[config.mk]
export PLATFORM = sky130hd
export DESIGN_NAME = seven_channel_decay_accumulator_unit_flat
export DESIGN_NICKNAME = d
export VERILOG_FILES = /design/src/sv/sdca_pkg.sv /design/src/sv/sdca_in_if.sv /design/src/sv/seven_channel_decay_accumulator_unit.sv /design/src/flat_wrapper.sv
export SDC_FILE = /design/constraint.sdc
export NUM_CORES = 1
export LEC_CHECK = 0
export ABC_AREA = 1
export BUFFER_PORTS_ARGS = -buffer_cell sky130_fd_sc_hd__buf_2
export CORE_UTILIZATION = 25
export DETAILED_ROUTE_END_ITERATION = 7
export GPL_ROUTABILITY_DRIVEN = 1
export PLACE_DENSITY = 0.49
export SLEW_MARGIN = 25
export SYNTH_ARGS = -nofsm -noshare
export SYNTH_HDL_FRONTEND = slang
export SYNTH_SLANG_ARGS = --single-unit
[constraint.sdc]
create_clock -name clk -period 10.9 [get_ports clk]
set_clock_uncertainty 0.1 [all_clocks]
set_input_delay 0 -clock clk [delete_from_list [all_inputs] [get_ports clk]]
set_output_delay 0 -clock clk [all_outputs]
set_load 0.01 [all_outputs]
[src/sv/sdca_pkg.sv]
`timescale 1ns / 1ps
// Package for the seven-channel decay accumulator: widths, constants and the
// per-channel update functions. No dependencies.
package sdca_pkg;

  localparam int unsigned NumChannels = 7;
  localparam int unsigned ChanW       = 3;
  localparam int unsigned LevelW      = 8;
  localparam int unsigned SumW        = 11;   // holds 7 * 255 + 3
  localparam int unsigned ProdW       = 16;   // holds 255 * 250 + 128

  localparam logic [ChanW-1:0]  ReportOnly = 3'd7;
  localparam logic [LevelW-1:0] LevelMax   = 8'd255;
  localparam logic [LevelW-1:0] DecayMul   = 8'd250;
  localparam logic [ProdW-1:0]  DecayRound = 16'd128;
  localparam logic [SumW-1:0]   MeanBias   = 11'd3;

  // Division by seven: multiply by ceil(2^14 / 7) and shift. Exact for all
  // dividends below 5461, well above the largest biased sum of 1788.
  localparam int unsigned MeanShift = 14;
  localparam int unsigned RecipW    = 12;
  localparam logic [RecipW-1:0] MeanRecip = 12'd2341;
  localparam int unsigned MeanProdW = SumW + RecipW;

  typedef logic [LevelW-1:0] level_t;
  typedef level_t [NumChannels-1:0] level_vec_t;

  function automatic level_t decay_level(input level_t v);
    logic [ProdW-1:0] t;
    t = ProdW'(v) * ProdW'(DecayMul) + DecayRound;
    return t[ProdW-1:LevelW];
  endfunction

  function automatic level_t sat_add(input level_t a, input level_t b);
    logic [LevelW:0] s;
    s = {1'b0, a} + {1'b0, b};
    return s[LevelW] ? LevelMax : s[LevelW-1:0];
  endfunction

endpackage

[src/sv/sdca_in_if.sv]
`timescale 1ns / 1ps
// Channel interfaces for the decay accumulator: event input and result output.
// Depends on sdca_pkg.
interface sdca_in_if
  import sdca_pkg::*;
  ();
  logic             valid;
  logic             ready;
  logic [ChanW-1:0] channel;
  level_t           intensity;

  modport source (output valid, output channel, output intensity, input ready);
  modport sink   (input valid, input channel, input intensity, output ready);
endinterface

interface sdca_out_if
  import sdca_pkg::*;
  ();
  logic             valid;
  logic             ready;
  level_t           level_0;
  level_t           level_1;
  level_t           level_2;
  level_t           level_3;
  level_t           level_4;
  level_t           level_5;
  level_t           level_6;
  logic [ChanW-1:0] strongest;
  level_t           mean_level;

  modport source (output valid, output level_0, output level_1, output level_2,
                  output level_3, output level_4, output level_5, output level_6,
                  output strongest, output mean_level, input ready);
  modport sink   (input valid, input level_0, input level_1, input level_2,
                  input level_3, input level_4, input level_5, input level_6,
                  input strongest, input mean_level, output ready);
endinterface

[src/sv/seven_channel_decay_accumulator_unit.sv]
`timescale 1ns / 1ps
// Top level of the seven-channel decay accumulator.
// Depends on sdca_pkg and the channel interfaces in sdca_in_if.sv.
//
//   channel   direction  payload
//   in_evt    sink       channel (3), intensity (8)
//   out_res   source     level_0..level_6 (8 each), strongest (3), mean_level (8)
//
// An accepted item updates the level registers in the same edge; the first
// stage then derives the strongest channel and the mean from those registers
// and loads them into the output register when it is free. One item per
// cycle is sustained while the output is ready. Reset clears all levels to
// zero and empties both stages. A stalled output holds its item, and the
// input stage stalls only while it is full and cannot move forward.
module seven_channel_decay_accumulator_unit
  import sdca_pkg::*;
(
  input  logic       clk,
  input  logic       rst_n,
  sdca_in_if.sink    in_evt,
  sdca_out_if.source out_res
);

  level_vec_t levels_r, levels_nxt;
  logic       s1_valid_r;
  logic       out_valid_r;
  level_vec_t out_levels_r;
  logic [ChanW-1:0] out_strongest_r;
  level_t     out_mean_r;

  logic in_fire, s1_adv;

  assign s1_adv       = s1_valid_r && (!out_valid_r || out_res.ready);
  assign in_evt.ready = !s1_valid_r || s1_adv;
  assign in_fire      = in_evt.valid && in_evt.ready;

  // Level update: named channel adds, others decay; ReportOnly changes none.
  always_comb begin
    levels_nxt = levels_r;
    if (in_evt.channel != ReportOnly) begin
      for (int i = 0; i < NumChannels; i++) begin
        if (in_evt.channel == ChanW'(i)) begin
          levels_nxt[i] = sat_add(levels_r[i], in_evt.intensity);
        end else begin
          levels_nxt[i] = decay_level(levels_r[i]);
        end
      end
    end
  end

  // While the first stage holds an item, levels_r is that item's levels:
  // the registers cannot change again until the item moves on.
  level_t           max01, max23, max45, max03, max46;
  logic [ChanW-1:0] idx01, idx23, idx45, idx03, idx46, idx_all;
  logic [SumW-1:0]  sum_b;
  logic [MeanProdW-1:0] mean_prod;

  // Pairwise tree; the left side always has the lower indexes, so ties go left.
  always_comb begin
    if (levels_r[1] > levels_r[0]) begin
      max01 = levels_r[1]; idx01 = 3'd1;
    end else begin
      max01 = levels_r[0]; idx01 = 3'd0;
    end
    if (levels_r[3] > levels_r[2]) begin
      max23 = levels_r[3]; idx23 = 3'd3;
    end else begin
      max23 = levels_r[2]; idx23 = 3'd2;
    end
    if (levels_r[5] > levels_r[4]) begin
      max45 = levels_r[5]; idx45 = 3'd5;
    end else begin
      max45 = levels_r[4]; idx45 = 3'd4;
    end
    if (max23 > max01) begin
      max03 = max23; idx03 = idx23;
    end else begin
      max03 = max01; idx03 = idx01;
    end
    if (levels_r[6] > max45) begin
      max46 = levels_r[6]; idx46 = 3'd6;
    end else begin
      max46 = max45; idx46 = idx45;
    end
    if (max46 > max03) begin
      idx_all = idx46;
    end else begin
      idx_all = idx03;
    end
  end

  always_comb begin
    sum_b = MeanBias;
    for (int i = 0; i < NumChannels; i++) begin
      sum_b = sum_b + SumW'(levels_r[i]);
    end
    mean_prod = MeanProdW'(sum_b) * MeanProdW'(MeanRecip);
  end

  always_ff @(posedge clk) begin
    if (!rst_n) begin
      levels_r    <= '0;
      s1_valid_r  <= 1'b0;
      out_valid_r <= 1'b0;
    end else begin
      if (in_fire) begin
        levels_r <= levels_nxt;
      end
      if (in_evt.ready) begin
        s1_valid_r <= in_evt.valid;
      end
      if (s1_adv) begin
        out_valid_r <= 1'b1;
      end else if (out_res.ready) begin
        out_valid_r <= 1'b0;
      end
    end
  end

  always_ff @(posedge clk) begin
    if (s1_adv) begin
      out_levels_r    <= levels_r;
      out_strongest_r <= idx_all;
      out_mean_r      <= mean_prod[MeanShift +: LevelW];
    end
  end

  assign out_res.valid      = out_valid_r;
  assign out_res.level_0    = out_levels_r[0];
  assign out_res.level_1    = out_levels_r[1];
  assign out_res.level_2    = out_levels_r[2];
  assign out_res.level_3    = out_levels_r[3];
  assign out_res.level_4    = out_levels_r[4];
  assign out_res.level_5    = out_levels_r[5];
  assign out_res.level_6    = out_levels_r[6];
  assign out_res.strongest  = out_strongest_r;
  assign out_res.mean_level = out_mean_r;

endmodule
[src/flat_wrapper.sv]
// flat-port wrapper written by rule: the top's interface ports become plain ports
module seven_channel_decay_accumulator_unit_flat import sdca_pkg::*;
  (clk, rst_n, in_evt_valid, in_evt_channel, in_evt_intensity, in_evt_ready, out_res_valid, out_res_level_0, out_res_level_1, out_res_level_2, out_res_level_3, out_res_level_4, out_res_level_5, out_res_level_6, out_res_strongest, out_res_mean_level, out_res_ready);
  sdca_in_if in_evt_i ();
  sdca_out_if out_res_i ();
  input  logic clk;
  input  logic rst_n;
  input wire logic [$bits(in_evt_i.valid)-1:0] in_evt_valid;
  input wire logic [$bits(in_evt_i.channel)-1:0] in_evt_channel;
  input wire logic [$bits(in_evt_i.intensity)-1:0] in_evt_intensity;
  output wire logic [$bits(in_evt_i.ready)-1:0] in_evt_ready;
  output wire logic [$bits(out_res_i.valid)-1:0] out_res_valid;
  output wire logic [$bits(out_res_i.level_0)-1:0] out_res_level_0;
  output wire logic [$bits(out_res_i.level_1)-1:0] out_res_level_1;
  output wire logic [$bits(out_res_i.level_2)-1:0] out_res_level_2;
  output wire logic [$bits(out_res_i.level_3)-1:0] out_res_level_3;
  output wire logic [$bits(out_res_i.level_4)-1:0] out_res_level_4;
  output wire logic [$bits(out_res_i.level_5)-1:0] out_res_level_5;
  output wire logic [$bits(out_res_i.level_6)-1:0] out_res_level_6;
  output wire logic [$bits(out_res_i.strongest)-1:0] out_res_strongest;
  output wire logic [$bits(out_res_i.mean_level)-1:0] out_res_mean_level;
  input wire logic [$bits(out_res_i.ready)-1:0] out_res_ready;
  assign in_evt_i.valid = in_evt_valid;
  assign in_evt_i.channel = in_evt_channel;
  assign in_evt_i.intensity = in_evt_intensity;
  assign in_evt_ready = in_evt_i.ready;
  assign out_res_valid = out_res_i.valid;
  assign out_res_level_0 = out_res_i.level_0;
  assign out_res_level_1 = out_res_i.level_1;
  assign out_res_level_2 = out_res_i.level_2;
  assign out_res_level_3 = out_res_i.level_3;
  assign out_res_level_4 = out_res_i.level_4;
  assign out_res_level_5 = out_res_i.level_5;
  assign out_res_level_6 = out_res_i.level_6;
  assign out_res_strongest = out_res_i.strongest;
  assign out_res_mean_level = out_res_i.mean_level;
  assign out_res_i.ready = out_res_ready;
  seven_channel_decay_accumulator_unit u_core (.clk(clk), .rst_n(rst_n), .in_evt(in_evt_i), .out_res(out_res_i));
endmodule
==> flow_summary.ini <==
[run_status]
run_status = complete, no violations

[setup_path]
reg2regPathDepth = 33
critPathSlowestCell = dfxtp_1
required_ps = 11030
max_stage_delay_ps = 550
reg2reg_slack_ps = 2280
cp.buffers_inverters = 5
path_max_fanout = 8
endpoint_kind = flip-flop
worstSetupStartpointType = flip-flop
crit_top_cell = fa_1
crit_type = reg -> reg
r2r_end = u_core.out_res.mean_level[6]
rr_startpoint = u_core.levels_r[1]
cp.arrival_ps = 8760
cp_top_family = adder cells

[floorplan]
fp.coreArea_um2 = 88900
io_pins = 84
fp.dieH_um = 302
die_x_um = 302
dieArea_um2 = 91400
initial_core_util_pct = 25.4
placementRows = 109

[yosys]
synth_top_cells_by_count = nand2_1 (597), inv_1 (515), ha_1 (436), a21oi_1 (234), fa_1 (207)
netlist_instances = 2886
synthFlopType = edfxtp_1
yosysMostFrequentCell = nand2_1
synth_top_area_share_pct = 24.2
synth_cell_types = 41
synth_area_leaders = ha_1 (24%), fa_1 (18%), nand2_1 (9.9%), edfxtp_1 (8.9%), inv_1 (8.6%)
ys_async_sr_fraction_pct = 0
syn-num-nets = 3544
syn_area_per_cell_um2 = 7.82
synth_area_um2 = 22600
ys_warn_count = 0
yosysSeqAreaShare_pct = 14.1
yosys.area.top_type = ha_1
ys_ff_latch = 125
synth_edf_count = 67

[clock_network]
clkTransAtPathRegs_ps = 80
clock_path_buffers = 2
cts_max_level = 4
clkSinkCount = 125
cts_buffers = 17
tritoncts = built
cts_root_buf = clkbuf_16
clk_latency_ps = 490

[placed_design]
routabilityCongestion = 0.896
dp_hpwl_um = 51800
numPortBuffers = 83
placed_cells = 4138

[sta]
setup_viol = 0
post-route-period-util_pct = 79.1
hold_viol = 0
worstMarginPinSlew_ps = 983
max_freq_mhz = 116
maxSlewHeadroom_pct = 34.0
rsz0062_at_grt = false
setup_tns_ps = 0
period_needed_ps = 8620
maxSlewViolCount = 0

[routing]
drcViolationCount = 0
wl_per_cell_um = 15.2
wl_um = 63500
antenna_left = 0
routed-via-count = 18900
first_pass_iters = 5
drt_iter0_drc = 935
via_per_inst = 4.54

[finish]
stdcell_count = 4174
multi_input_area_um2 = 17400
area_growth_pct = 12.2
fill_cells = 9749
regArea_um2 = 3170
layout.nets = 3653
layout-drive-gt1-share_pct = 7.38

[global_routing]
antenna_found_initial = 1
grt-ovfl-total = 0
grt_util_all_layers_pct = 14.4
grt_pass1_vias = 18500
grt_max_degree = 62
grt_pass1_wl_um = 102000

[job]
cap_violations = 0

[worst_hold_path]
hold_path_class = in -> reg
min_from = in_evt_channel[2]
whs_endpoint = u_core.levels_r[23]
hold_depth = 4
[through the flow]
stage / util, % / hold slack (ps) / setup slack (ps) / area [um^2]
6_report: 28.5 / 72.2 / 2280 / 25300
5_1_grt: 28.5 / 67.9 / 1600 / 25300
4_1_cts: 28.4 / 22.9 / 2290 / 25300
3_5_place_dp: 27.7 / 221 / 2330 / 24600
3_3_place_gp: 27.6 / 219 / 2440 / 24600
2_1_floorplan: - / 71.2 / 3050 / 22600
[worst max path at each step]
stage	from	endpoint	slack, ps	cells after the start
detailed placement	u_core.levels_r[1]	u_core.out_res.mean_level[6]	2330	33
global route	u_core.levels_r[1]	u_core.out_res.mean_level[6]	1600	33
CTS	u_core.levels_r[1]	u_core.out_res.mean_level[6]	2290	33
global placement	u_core.levels_r[1]	u_core.out_res.mean_level[6]	2440	35
floorplan	u_core.levels_r[1]	u_core.out_res.mean_level[6]	3050	33
finish	u_core.levels_r[1]	u_core.out_res.mean_level[6]	2280	33
[cell usage in the layout, fill, tap and decap left out, types with 29 or more instances in the layout]
| cell | netlist | final |
|---|---|---|
| nand3_1 | 202 | 202 |
| xnor2_1 | 30 | 30 |
| edfxtp_1 | 67 | 67 |
| nor2_1 | 105 | 105 |
| nand2_1 | 597 | 597 |
| inv_1 | 515 | 515 |
| o21ai_0 | 146 | 146 |
| fa_1 | 207 | 207 |
| buf_4 | 0 | 29 |
| buf_2 | 7 | 83 |
| a21oi_1 | 234 | 233 |
| nand4_1 | 37 | 37 |
| ha_1 | 436 | 436 |
| dfxtp_1 | 58 | 58 |
[kinds of logic after synthesis]
family	after synthesis	share of synthesized area (%)
XOR/XNOR	55	2.14
adder cells (fa/ha/maj)	643	42.6
AND/OR/NAND/NOR	1040	20.5
flip-flops	125	14.1
AO/OA/AOI/OAI	477	11.6
buffers and inverters	546	9.12
[worst min-delay path: stages]
cell and delay, ps:
buf_2 230, nor3_4 130, a21oi_1 160, a21oi_1 70
[per-layer routing]
metal	wire length, um	global-route usage (%)
met1	31800	20.1
met3	2150	2.20
met5	0	0
met2	28900	23.4
met4	646	2.85
[sequential cells by signal, indices dropped and copies added (netlist names)]
name / count
u_core.s1_valid_r: 1
u_core.out_res.level_6: 8
u_core.out_res.level_3: 8
u_core.out_res.mean_level: 8
u_core.out_res.valid: 1
u_core.out_res.level_0: 8
u_core.out_res.level_2: 8
u_core.out_res.level_5: 8
u_core.out_res.strongest: 3
u_core.levels_r: 56
u_core.out_res.level_1: 8
u_core.out_res.level_4: 8
[area by class of cell]
cell class / instances / share of cell area, %
flip-flops and latches: 125 / 12.5
repair buffers: 116 / 2.73
inverters: 520 / 7.71
clock inverters: 11 / 0.579
well taps: 1165 / 5.76
multi-input cells: 2215 / 68.6
diodes: 1 / 0.00989
clock buffers: 21 / 2.08
[timing repair]
action | in CTS | in global routing
hold buffers | 3 | 0
buffers inserted | 0 | 0
resized for setup | 0 | 0
hold endpoints to repair | 9 | 0
Power is not shown: default switching activity piles up to over one toggle a cycle in this logic, so the estimate is an artifact.
